File: src/rtl/linear_resampler_with_volume_fade_unit_assert.svh
// Assertion macros shared by the resampler RTL.
`ifndef LINEAR_RESAMPLER_WITH_VOLUME_FADE_UNIT_ASSERT_SVH
`define LINEAR_RESAMPLER_WITH_VOLUME_FADE_UNIT_ASSERT_SVH

// A condition that holds at every clock edge outside reset.
`define LRSVF_ASSERT(label, prop, msg) \
	label: assert property (@(posedge clk) disable iff (!arst_n) (prop)) else $error(msg);

// A trigger that implies a condition in the next cycle.
`define LRSVF_ASSERT_NEXT(label, pre, post, msg) \
	label: assert property (@(posedge clk) disable iff (!arst_n) (pre) |=> (post)) \
		else $error(msg);

`endif

File: src/rtl/lrsvf_pkg.sv
// Package with shared types, constants and tables of the resampler.
`timescale 1ns / 1ps
`default_nettype none
package lrsvf_pkg;
	localparam int FracBitsDefault = 16;
	localparam int FadeBitsDefault = 24;
	localparam int MaxOutputsDefault = 64;

	localparam int StepWidth = 19;
	localparam int VolWidth = 17;
	localparam int PctEntries = 128;

	typedef logic [VolWidth-1:0] vol_t;
	typedef vol_t pct_table_t [0:PctEntries-1];

	localparam vol_t VolOne = vol_t'(65536);
	localparam logic [StepWidth-1:0] StepReset = StepWidth'(65536);

	typedef enum logic [1:0] {
		REQ_FRAME  = 2'd0,
		REQ_VOLUME = 2'd1,
		REQ_STOP   = 2'd2
	} req_t;

	localparam logic REG_STEP_RATIO = 1'b0;
	localparam logic REG_MONO_SOURCE = 1'b1;

	function automatic pct_table_t build_pct_table();
		pct_table_t tbl;
		int p;
		for (int i = 0; i < PctEntries; i++) begin
			p = (i > 100) ? 100 : i;
			tbl[i] = vol_t'((p * 65536 + 50) / 100);
		end
		return tbl;
	endfunction

	localparam pct_table_t PctTable = build_pct_table();
endpackage
`default_nettype wire

File: src/rtl/lrsvf_div.sv
// Restoring divider that produces one quotient bit per cycle.
`timescale 1ns / 1ps
`default_nettype none
module lrsvf_div #(
	parameter int DW = 24,
	parameter int QW = 17,
	parameter int NW = DW + QW
) (
	input  wire logic          clk,
	input  wire logic          arst_n,
	input  wire logic          start,
	input  wire logic [NW-1:0] dividend,
	input  wire logic [DW-1:0] divisor,
	output logic               busy,
	output logic [QW-1:0]      quotient
);
	localparam int CW = $clog2(QW + 1);

	logic [DW-1:0] rem_q;
	logic [QW-1:0] sh_q;
	logic [CW-1:0] cnt_q;
	logic          busy_q;
	logic [DW:0]   trial;
	logic          ge;
	logic [DW:0]   diff;

	always_comb begin
		trial = {rem_q, sh_q[QW-1]};
		ge = trial >= {1'b0, divisor};
		diff = trial - {1'b0, divisor};
	end

	always_ff @(posedge clk or negedge arst_n) begin
		if (!arst_n) begin
			busy_q <= 1'b0;
			cnt_q <= '0;
		end else if (start) begin
			busy_q <= 1'b1;
			cnt_q <= CW'(QW);
		end else if (busy_q) begin
			cnt_q <= cnt_q - 1'b1;
			if (cnt_q == CW'(1)) begin
				busy_q <= 1'b0;
			end
		end
	end

	always_ff @(posedge clk) begin
		if (start) begin
			rem_q <= dividend[NW-1:QW];
			sh_q <= dividend[QW-1:0];
		end else if (busy_q) begin
			rem_q <= ge ? diff[DW-1:0] : trial[DW-1:0];
			sh_q <= {sh_q[QW-2:0], ge};
		end
	end

	assign busy = busy_q;
	assign quotient = sh_q;
endmodule
`default_nettype wire

File: src/rtl/linear_resampler_with_volume_fade_unit.sv
// Top level: linear resampler with volume slide, one shared multiplier and a sequencer.
// Each output frame runs a loop check, two channel passes and an emit.
// A running volume slide adds a multiply, a divider start and a divide per output.
// A source frame runs its outputs, up to MAX_OUTPUTS of them, then a finish; a stalled
// result holds the emit and finish steps. Volume, stop and first priming frames stay idle.
// Reset is asynchronous and active low; it restores the control and channel state.
`timescale 1ns / 1ps
`default_nettype none
`include "linear_resampler_with_volume_fade_unit_assert.svh"
module linear_resampler_with_volume_fade_unit #(
	parameter int FRAC_BITS = lrsvf_pkg::FracBitsDefault,
	parameter int FADE_BITS = lrsvf_pkg::FadeBitsDefault,
	parameter int MAX_OUTPUTS = lrsvf_pkg::MaxOutputsDefault
) (
	input  wire logic        clk,
	input  wire logic        arst_n,
	input  wire logic        psel,
	input  wire logic        penable,
	input  wire logic        pwrite,
	input  wire logic [2:0]  paddr,
	input  wire logic [31:0] pwdata,
	output logic [31:0]      prdata,
	output logic             pready,
	input  wire logic        s_axis_tvalid,
	output logic             s_axis_tready,
	// left_sample, right_sample, from_percent, to_percent, fade_length, zero pad
	input  wire logic [71:0] s_axis_tdata,
	// req_type
	input  wire logic [1:0]  s_axis_tuser,
	input  wire logic        s_axis_tlast,
	output logic             m_axis_tvalid,
	input  wire logic        m_axis_tready,
	// left_out, right_out
	output logic [31:0]      m_axis_tdata,
	output logic             m_axis_tlast
);
	localparam int F = FRAC_BITS;
	localparam int FB = FADE_BITS;
	localparam int SW = (F > lrsvf_pkg::StepWidth) ? F : lrsvf_pkg::StepWidth;
	localparam int PHW = SW + 1;
	localparam int MA = ((FB > F + 2) ? FB : F + 2) + 1;
	localparam int MB = 18;
	localparam int PRW = MA + MB;
	localparam int IW = F + 18;
	localparam int HPW = F + 20;
	localparam int SUMW = F + 36;
	localparam int SH = F + 16;
	localparam int RW = SUMW - SH;
	localparam int NW = FB + 17;
	localparam int CW = $clog2(MAX_OUTPUTS + 1);
	localparam int MinStep = ((1 << F) + MAX_OUTPUTS - 1) / MAX_OUTPUTS;
	localparam logic [PHW-1:0] PhaseOne = PHW'(1) << F;
	localparam logic [SUMW-1:0] RoundBias = (SUMW'(1) << SH) - SUMW'(1);
	localparam logic [FB-1:0] FadeMax = {FB{1'b1}};

	typedef enum logic [3:0] {
		S_IDLE, S_LOOP, S_FADE_MUL, S_FADE_START, S_FADE_DIV, S_FADE_UPD,
		S_CH_MUL, S_CH_INT, S_CH_LO, S_CH_HI, S_CH_SUM, S_CH_CLAMP,
		S_EMIT, S_FINISH
	} state_t;

	state_t state_q;

	logic [lrsvf_pkg::StepWidth-1:0] step_q;
	logic mono_q;

	logic signed [15:0] cur_l_q, cur_r_q, nxt_l_q, nxt_r_q;
	logic [PHW-1:0] phase_q;
	logic [1:0] prime_q;
	logic finished_q;
	lrsvf_pkg::vol_t vol_q, target_q, start_q;
	logic [FB-1:0] rem_q, span_q;
	logic stop_fade_q;
	logic last_q;
	logic [CW-1:0] cnt_q;
	logic ch_q;

	logic signed [PRW-1:0] prod_q;
	logic signed [IW-1:0] interp_q;
	logic [32:0] plo_q;
	logic signed [SUMW-1:0] psum_q;
	logic signed [15:0] res_l_q, res_r_q;
	logic signed [15:0] pend_l_q, pend_r_q;
	logic pend_valid_q;

	logic m_valid_q;
	logic m_last_q;
	logic signed [15:0] m_l_q, m_r_q;

	logic signed [MA-1:0] mul_a;
	logic signed [MB-1:0] mul_b;

	logic cfg_wr;
	logic in_acc;
	logic out_free;
	logic m_load;
	logic [SW-1:0] step_eff;
	logic diff_neg;
	lrsvf_pkg::vol_t abs_diff;
	logic [FB-1:0] done_cnt;
	logic div_start;
	logic div_busy;
	logic [16:0] div_q;
	logic signed [15:0] cur_sel, nxt_sel;
	logic signed [16:0] frame_diff;
	logic signed [IW-1:0] cur_shift;
	logic signed [SUMW-1:0] hi_ext;
	logic signed [SUMW-1:0] biased;
	logic signed [RW-1:0] quot;
	logic signed [15:0] clamped;

	logic signed [15:0] in_l, in_r;
	logic signed [7:0] in_from;
	logic [6:0] in_to;
	logic [23:0] in_len;
	logic [FB-1:0] len_sat;
	lrsvf_pkg::vol_t from_vol, to_vol;

	assign pready = 1'b1;
	assign cfg_wr = psel & penable & pwrite & pready;
	assign in_acc = s_axis_tvalid & s_axis_tready;
	assign s_axis_tready = (state_q == S_IDLE);
	assign out_free = !m_valid_q || m_axis_tready;
	assign m_load = (state_q == S_EMIT || state_q == S_FINISH) && pend_valid_q && out_free;

	always_comb begin
		unique case (paddr[2])
			lrsvf_pkg::REG_STEP_RATIO:  prdata = 32'(step_q);
			lrsvf_pkg::REG_MONO_SOURCE: prdata = 32'(mono_q);
			default:                    prdata = '0;
		endcase
	end

	always_comb begin
		in_l = s_axis_tdata[15:0];
		in_r = mono_q ? s_axis_tdata[15:0] : s_axis_tdata[31:16];
		in_from = s_axis_tdata[39:32];
		in_to = s_axis_tdata[46:40];
		in_len = s_axis_tdata[70:47];
		if (FB < 24 && (in_len >> FB) != 24'd0) begin
			len_sat = FadeMax;
		end else begin
			len_sat = FB'(in_len);
		end
		from_vol = lrsvf_pkg::PctTable[in_from[6:0]];
		to_vol = lrsvf_pkg::PctTable[in_to];
	end

	always_comb begin
		step_eff = SW'(step_q);
		if (step_eff < SW'(MinStep)) begin
			step_eff = SW'(MinStep);
		end
		diff_neg = target_q < start_q;
		abs_diff = diff_neg ? start_q - target_q : target_q - start_q;
		done_cnt = span_q - rem_q;
		cur_sel = ch_q ? cur_r_q : cur_l_q;
		nxt_sel = ch_q ? nxt_r_q : nxt_l_q;
		frame_diff = 17'(nxt_sel) - 17'(cur_sel);
		cur_shift = IW'(cur_sel) <<< F;
		hi_ext = SUMW'($signed(prod_q[HPW-1:0]));
		biased = psum_q + (psum_q[SUMW-1] ? RoundBias : '0);
		quot = RW'(biased >>> SH);
		if (quot > RW'(32767)) begin
			clamped = 16'sh7fff;
		end else if (quot < -RW'(32768)) begin
			clamped = 16'sh8000;
		end else begin
			clamped = quot[15:0];
		end
	end

	always_comb begin
		mul_a = '0;
		mul_b = '0;
		case (state_q)
			S_FADE_MUL: begin
				mul_a = $signed(MA'(done_cnt));
				mul_b = $signed(MB'(abs_diff));
			end
			S_CH_MUL: begin
				mul_a = $signed(MA'(phase_q[F-1:0]));
				mul_b = MB'(frame_diff);
			end
			S_CH_LO: begin
				mul_a = $signed(MA'(vol_q));
				mul_b = $signed(MB'(interp_q[15:0]));
			end
			S_CH_HI: begin
				mul_a = MA'($signed(interp_q[IW-1:16]));
				mul_b = $signed(MB'(vol_q));
			end
			default: begin
				mul_a = '0;
				mul_b = '0;
			end
		endcase
	end

	always_ff @(posedge clk) begin
		prod_q <= mul_a * mul_b;
	end

	assign div_start = (state_q == S_FADE_START);

	lrsvf_div #(
		.DW(FB),
		.QW(17),
		.NW(NW)
	) u_div (
		.clk(clk),
		.arst_n(arst_n),
		.start(div_start),
		.dividend(prod_q[NW-1:0]),
		.divisor(span_q),
		.busy(div_busy),
		.quotient(div_q)
	);

	always_ff @(posedge clk or negedge arst_n) begin
		if (!arst_n) begin
			state_q <= S_IDLE;
			step_q <= lrsvf_pkg::StepReset;
			mono_q <= 1'b0;
			cur_l_q <= '0;
			cur_r_q <= '0;
			nxt_l_q <= '0;
			nxt_r_q <= '0;
			phase_q <= '0;
			prime_q <= '0;
			finished_q <= 1'b0;
			vol_q <= lrsvf_pkg::VolOne;
			target_q <= lrsvf_pkg::VolOne;
			start_q <= '0;
			rem_q <= '0;
			span_q <= '0;
			stop_fade_q <= 1'b0;
			last_q <= 1'b0;
			cnt_q <= '0;
			ch_q <= 1'b0;
			pend_valid_q <= 1'b0;
			m_valid_q <= 1'b0;
			m_last_q <= 1'b0;
		end else begin
			if (cfg_wr) begin
				unique case (paddr[2])
					lrsvf_pkg::REG_STEP_RATIO:  step_q <= pwdata[lrsvf_pkg::StepWidth-1:0];
					lrsvf_pkg::REG_MONO_SOURCE: mono_q <= pwdata[0];
					default:                    step_q <= step_q;
				endcase
			end
			if (m_load) begin
				m_valid_q <= 1'b1;
			end else if (m_axis_tready) begin
				m_valid_q <= 1'b0;
			end
			unique case (state_q)
				S_IDLE: begin
					if (in_acc && !finished_q) begin
						case (s_axis_tuser)
							lrsvf_pkg::REQ_FRAME: begin
								last_q <= s_axis_tlast;
								cnt_q <= '0;
								if (prime_q == 2'd0) begin
									cur_l_q <= in_l;
									cur_r_q <= in_r;
									if (!s_axis_tlast) begin
										prime_q <= 2'd1;
									end else begin
										nxt_l_q <= in_l;
										nxt_r_q <= in_r;
										phase_q <= '0;
										prime_q <= 2'd2;
										state_q <= S_LOOP;
									end
								end else if (prime_q == 2'd1) begin
									nxt_l_q <= in_l;
									nxt_r_q <= in_r;
									phase_q <= '0;
									prime_q <= 2'd2;
									state_q <= S_LOOP;
								end else begin
									cur_l_q <= nxt_l_q;
									cur_r_q <= nxt_r_q;
									nxt_l_q <= in_l;
									nxt_r_q <= in_r;
									phase_q <= (phase_q >= PhaseOne) ? phase_q - PhaseOne : '0;
									state_q <= S_LOOP;
								end
							end
							lrsvf_pkg::REQ_VOLUME: begin
								target_q <= to_vol;
								span_q <= len_sat;
								rem_q <= len_sat;
								stop_fade_q <= 1'b0;
								start_q <= in_from[7] ? vol_q : from_vol;
								if (in_len == 24'd0) begin
									vol_q <= to_vol;
								end else if (!in_from[7]) begin
									vol_q <= from_vol;
								end
							end
							lrsvf_pkg::REQ_STOP: begin
								if (in_len == 24'd0) begin
									finished_q <= 1'b1;
								end else begin
									start_q <= vol_q;
									target_q <= '0;
									span_q <= len_sat;
									rem_q <= len_sat;
									stop_fade_q <= 1'b1;
								end
							end
							default: begin
								finished_q <= finished_q;
							end
						endcase
					end
				end
				S_LOOP: begin
					ch_q <= 1'b0;
					if (!finished_q && phase_q < PhaseOne && cnt_q < CW'(MAX_OUTPUTS)) begin
						if (rem_q != '0 && span_q != '0) begin
							state_q <= S_FADE_MUL;
						end else begin
							state_q <= S_CH_MUL;
						end
					end else begin
						state_q <= S_FINISH;
					end
				end
				S_FADE_MUL: state_q <= S_FADE_START;
				S_FADE_START: state_q <= S_FADE_DIV;
				S_FADE_DIV: begin
					if (!div_busy) begin
						state_q <= S_FADE_UPD;
					end
				end
				S_FADE_UPD: begin
					rem_q <= rem_q - 1'b1;
					if (rem_q == FB'(1)) begin
						vol_q <= target_q;
						if (stop_fade_q) begin
							finished_q <= 1'b1;
							state_q <= S_LOOP;
						end else begin
							state_q <= S_CH_MUL;
						end
					end else begin
						vol_q <= diff_neg ? start_q - div_q : start_q + div_q;
						state_q <= S_CH_MUL;
					end
				end
				S_CH_MUL: state_q <= S_CH_INT;
				S_CH_INT: state_q <= S_CH_LO;
				S_CH_LO: state_q <= S_CH_HI;
				S_CH_HI: state_q <= S_CH_SUM;
				S_CH_SUM: state_q <= S_CH_CLAMP;
				S_CH_CLAMP: begin
					if (!ch_q) begin
						ch_q <= 1'b1;
						state_q <= S_CH_MUL;
					end else begin
						state_q <= S_EMIT;
					end
				end
				S_EMIT: begin
					if (!pend_valid_q || out_free) begin
						if (pend_valid_q) begin
							m_last_q <= 1'b0;
						end
						pend_valid_q <= 1'b1;
						cnt_q <= cnt_q + 1'b1;
						phase_q <= phase_q + PHW'(step_eff);
						state_q <= S_LOOP;
					end
				end
				S_FINISH: begin
					if (!pend_valid_q || out_free) begin
						if (pend_valid_q) begin
							m_last_q <= 1'b1;
						end
						pend_valid_q <= 1'b0;
						if (last_q) begin
							finished_q <= 1'b1;
						end
						state_q <= S_IDLE;
					end
				end
				default: state_q <= S_IDLE;
			endcase
		end
	end

	always_ff @(posedge clk) begin
		if (state_q == S_CH_INT) begin
			interp_q <= cur_shift + IW'(prod_q);
		end
		if (state_q == S_CH_HI) begin
			plo_q <= prod_q[32:0];
		end
		if (state_q == S_CH_SUM) begin
			psum_q <= (hi_ext <<< 16) + $signed(SUMW'(plo_q));
		end
		if (state_q == S_CH_CLAMP) begin
			if (ch_q) begin
				res_r_q <= clamped;
			end else begin
				res_l_q <= clamped;
			end
		end
		if (state_q == S_EMIT && (!pend_valid_q || out_free)) begin
			pend_l_q <= res_l_q;
			pend_r_q <= res_r_q;
		end
		if (m_load) begin
			m_l_q <= pend_l_q;
			m_r_q <= pend_r_q;
		end
	end

	assign m_axis_tvalid = m_valid_q;
	assign m_axis_tlast = m_last_q;
	assign m_axis_tdata = {m_r_q, m_l_q};

	`LRSVF_ASSERT(a_idle_no_pending, !(s_axis_tready && pend_valid_q), "result pending while idle")
	`LRSVF_ASSERT(a_count_bound, cnt_q <= CW'(MAX_OUTPUTS), "output count past limit")
	`LRSVF_ASSERT(a_fade_order, rem_q <= span_q, "fade remaining exceeds span")
	`LRSVF_ASSERT(a_div_owner, !div_busy || state_q == S_FADE_DIV, "divider busy outside wait")
	`LRSVF_ASSERT_NEXT(a_start_div, state_q == S_FADE_START, div_busy, "divider did not start")
endmodule
`default_nettype wire

File: config.mk
export PLATFORM = sky130hd
export DESIGN_NAME = linear_resampler_with_volume_fade_unit
export DESIGN_NICKNAME = d
export VERILOG_FILES = /design/src/rtl/lrsvf_pkg.sv /design/src/rtl/lrsvf_div.sv /design/src/rtl/linear_resampler_with_volume_fade_unit.sv
export VERILOG_INCLUDE_DIRS = /design/src /design/src/rtl
export SDC_FILE = /design/constraint.sdc
export NUM_CORES = 2
export LEC_CHECK = 0
export BUFFER_PORTS_ARGS = -buffer_cell sky130_fd_sc_hd__buf_2
export CAP_MARGIN = 20
export CORE_ASPECT_RATIO = 0.7
export CORE_UTILIZATION = 55
export DETAILED_ROUTE_END_ITERATION = 10
export PLACE_DENSITY = 0.81
export SETUP_SLACK_MARGIN = 0.02
export SYNTH_ARGS = -nofsm -noshare
export SYNTH_HDL_FRONTEND = slang
export SYNTH_HIERARCHICAL = 1
export SYNTH_SLANG_ARGS = --single-unit
File: constraint.sdc
create_clock -name clk -period 10.2 [get_ports clk]
set_input_delay 1.53 -clock clk [delete_from_list [all_inputs] [get_ports clk]]
set_output_delay 1.53 -clock clk [all_outputs]
set_load 0.05 [all_outputs]
==> metrics.md <==
| Metric | Value |
|---|---|
| Status | finished, final reports clean |
| First-pass GRT wire length | 234,100 µm |
| Post-detailed-route DRC marker count | 0 |
| Element type at the critical path end | flop |
| Routed len/inst | roughly 23 µm |
| Initial core utilization | a little under three fifths |
| Number of standard-cell rows in the floorplan | slightly above 90 |
| Leak | 0.02471 µW |
| PD cells | about 300 mW/mm² |
| Cell with the most instances on the worst path | sky130_fd_sc_hd__fa_1 |
| Avg Inst Size Synth | 9.166 µm² |
| Final design area excluding fillers | 0.05436 mm² |
| Via count of the routed design | about 42,000 |
| Max incr delay on CP | roughly 0.55 ns |
| Initial antenna violation count | 12 |
| CP Data Required Time | 10.71 ns |
| Insertion delay to the later sink of the worst-skew pair | between 0.6 and 0.7 ns |
| Share of cells above drive strength 1 | 10.32% |
| Top post-synthesis cells by area | sky130_fd_sc_hd__fa_1, sky130_fd_sc_hd__edfxtp_1, sky130_fd_sc_hd__dfrtp_1 |
| Timing-limited maximum frequency | just over 0.1 GHz |
| Hold crit path type | flop to flop |
| Max rail drop VDD | ~190 µV |
| #FFs+latches synth | approximately 530 |
| Clock tree root driver cell | sky130_fd_sc_hd__clkbuf_16 |
| Die area | slightly above 0.09 mm² |
| Post-route clock skew | roughly 0.05 ns |
| Cell count after synthesis | approximately 5,500 |
| Area growth from synthesis to layout | 8.035% |
| Pin count of the biggest net entering global routing | 111 |
| Remaining global-route overflow | 0 |
| Routability congestion estimate from global placement | ~1 |
| Maximum buffer depth of the clock tree | 3 |
| Count of pins on the block boundary | roughly 190 |
| Floorplan core area | 0.09036 mm² |
| Pre-Repair DR Iteration Count | 6 |
| Most frequent cells in the layout | sky130_fd_sc_hd__inv_1, sky130_fd_sc_hd__nand2_1, sky130_fd_sc_hd__fa_1, sky130_fd_sc_hd__ha_1, sky130_fd_sc_hd__nor2_1 |
| Share of the clock period used by the worst path after layout | between 90 and 100% |
| Count of flip-flops with a built-in enable after synthesis | 256 |
| Worst-path cell with the longest stage delay | sky130_fd_sc_hd__fa_1 |
| Critical path class | flop to flop |
| Final number of hold-violating endpoints | 0 |
| Yosys cell types | approximately 100 |
| TritonCTS Sinks | roughly 530 |
| Final Max Slew Viols | 0 |
| Max-slew headroom | 22.48% |
| Horizontal extent of the die | ~360 µm |
| Chip Height | between 200 and 300 µm |
| Critical path launch point type | flop |
| Clock tree from TritonCTS | done |
| Total global-route track usage | between 30% and 40% |
| Area after detailed placement | about 0.052 mm² |
| Drt first-iter violations | just under 6,000 |
| Hold-fix buffer count after cts | 0 |
| NumNets Final | between 6,000 and 7,000 |
| DRT antenna net count | 0 |
| # port buffers | between 150 and 200 |
| CTS H-tree depth | 2 |
| Pin slew with the least headroom to its limit | around 1.2 ns |
| Number of clock buffers inserted by TritonCTS | 51 |
| Number of global-route vias before repair | 39,790 |
| Share of the yosys chip area belonging to registers | around 28% |
| Time the worst path needs with I/O delays and setup | roughly 10 ns |
| Post-DP HPWL | around 120,000 µm |
| Fill cell instance count of the final layout | 7,458 |
| Count of max-cap constraint violations | 0 |
| Total wire length after detailed routing | roughly 150,000 µm |
| Warnings from Yosys | 6 |
| Routed via count divided by cell count | between 6 and 7 |
| Final Setup Violations | 0 |
| Area fraction of the dominant cell type after synthesis | 17.35% |
| Most common library cell in the layout ignoring fill and taps | sky130_fd_sc_hd__inv_1 |
| Clock-pin slew of the registers on the worst-case setup and hold paths | approximately 0.070 ns |
| Largest fanout on the critical path | 16 |
| Final core utilization | between 60 and 70% |
| Arrival time worst endpoint | about 10 ns |
| Synth area leader | sky130_fd_sc_hd__fa_1 |
| Syn Std Cell Area | just over 0.05 mm² |
| Post-synth top flop | sky130_fd_sc_hd__edfxtp_1 |
| Proportion of register bits with asynchronous set or reset after synthesis | 43.54% |
cells by family after synthesis:
kind of cell / count (synthesis) / share of synthesized area (%)
simple gates: 1539 / 14.11
compound gates: 1205 / 15.42
buf+inv: 1011 / 7.796
fa+ha+maj: 784 / 26.00
flops: 526 / 28.31
xor+xnor: 214 / 3.725
mux: 208 / 4.630
other cells: 2 / 0.01493
per-stage QoR:
| step | hold slack, ns | total power, µW | instances | worst slack, ns | setup TNS, ns |
|---|---|---|---|---|---|
| final | 0.3963 | 16350 | 6816 | 0.3017 | 0 |
| after global routing | 0.3980 | 17330 | 6814 | -0.009780 | -0.03018 |
| after CTS | 0.3990 | 15950 | 6803 | 0.06498 | 0 |
| after detailed placement | 0.4045 | 13880 | 6707 | 0.1220 | 0 |
| after global placement | 0.4022 | 13630 | 6707 | 0.2813 | 0 |
| after floorplan | 0.4003 | 10670 | 5501 | 0.8416 | 0 |
flip-flops by register name, summed over array words and instances, names as in the netlist, 17 cells and up:
name / count
interp_q: 34
phase_q: 20
plo_q: 33
prod_q: 41
psum_q: 52
rem_q: 24
span_q: 24
start_q: 17
step_q: 19
target_q: 17
u_div/quotient: 17
u_div/rem_q: 24
vol_q: 17
cell type report:
class / count / area [µm²] / area share [%]
Tap cell: 1222 / 1529 / 2.813
Antenna cell: 2 / 5.005 / 0.009207
Inverter: 738 / 2774 / 5.103
Clock buffer: 64 / 1345 / 2.474
Multi-Input combinational cell: 3964 / 32380 / 59.58
Timing Repair Buffer: 268 / 1657 / 3.048
Sequential cell: 526 / 14240 / 26.20
Clock inverter: 32 / 420.4 / 0.7734
where the power goes:
part           switching (µW)  internal, µW  total (µW)
registers                 797          2990        3790
logic                    6620          3930       10500
clock network             903          1110        2010
cell usage after synthesis (20+ instances only):
cell type,instances
sky130_fd_sc_hd__nand2b_1,55
sky130_fd_sc_hd__dfxtp_1,41
sky130_fd_sc_hd__or3_1,25
sky130_fd_sc_hd__o22ai_1,28
sky130_fd_sc_hd__and3_1,26
sky130_fd_sc_hd__nand3_1,81
sky130_fd_sc_hd__nor2_1,345
sky130_fd_sc_hd__o21ai_1,24
sky130_fd_sc_hd__mux2i_1,100
sky130_fd_sc_hd__o21a_1,37
sky130_fd_sc_hd__xor2_1,72
sky130_fd_sc_hd__o21ai_0,294
sky130_fd_sc_hd__xnor2_1,142
sky130_fd_sc_hd__clkbuf_1,218
sky130_fd_sc_hd__a31oi_1,38
sky130_fd_sc_hd__a211oi_1,59
sky130_fd_sc_hd__mux2_2,98
sky130_fd_sc_hd__o211ai_1,39
sky130_fd_sc_hd__inv_1,736
sky130_fd_sc_hd__nand2_2,20
sky130_fd_sc_hd__o31ai_1,31
sky130_fd_sc_hd__nor2b_1,71
sky130_fd_sc_hd__a21oi_1,328
sky130_fd_sc_hd__nor3_1,69
sky130_fd_sc_hd__ha_1,348
sky130_fd_sc_hd__a221oi_1,22
sky130_fd_sc_hd__nor4_1,32
sky130_fd_sc_hd__edfxtp_1,256
sky130_fd_sc_hd__a21o_1,84
sky130_fd_sc_hd__o21bai_1,27
sky130_fd_sc_hd__nand2_1,631
sky130_fd_sc_hd__nand4_1,24
sky130_fd_sc_hd__and2_1,92
sky130_fd_sc_hd__fa_1,436
sky130_fd_sc_hd__dfrtp_1,226
layer usage:
layer	vias to the layer above	routed length, µm	track usage, %
li1	18690	-	-
met1	20350	63930	48.66
met2	2512	61620	45.46
met3	325	22560	10.41
met4	6	5623	10.90
met5	-	36	0
final timing paths:
path,startpoint,endpoint,slack [ns],cells past startpoint
max,ch_q,prod_q[40],0.30,35
min,plo_q[7],psum_q[7],0.40,0
max reg2reg,ch_q,prod_q[40],0.30,35
min reg2reg,plo_q[7],psum_q[7],0.40,0
max in group asynchronous,arst_n,cur_r_q[12],7.74,2
min in group asynchronous,arst_n,cnt_q[5],0.97,1
critical path, delay by kind of cell (launching register included):
kind                       cells  cell delay, ns
AOI/OAI and AO/OA             13            2.74
xor gates and xnor gates       2            0.25
adders and majority gates      8            3.83
and+or+nand+nor                3            0.56
DFF                            1            0.50
buffers and inverters          7            1.19
muxes                          2            0.62
timing repair:
item	in CTS	in global routing
pin swaps	0	1
setup endpoints to repair	1	13
hold endpoints to repair	0	0
cloned	0	0
setup buffers	0	8
resized for setup	1	14
Power figures use the tool's default switching activity.
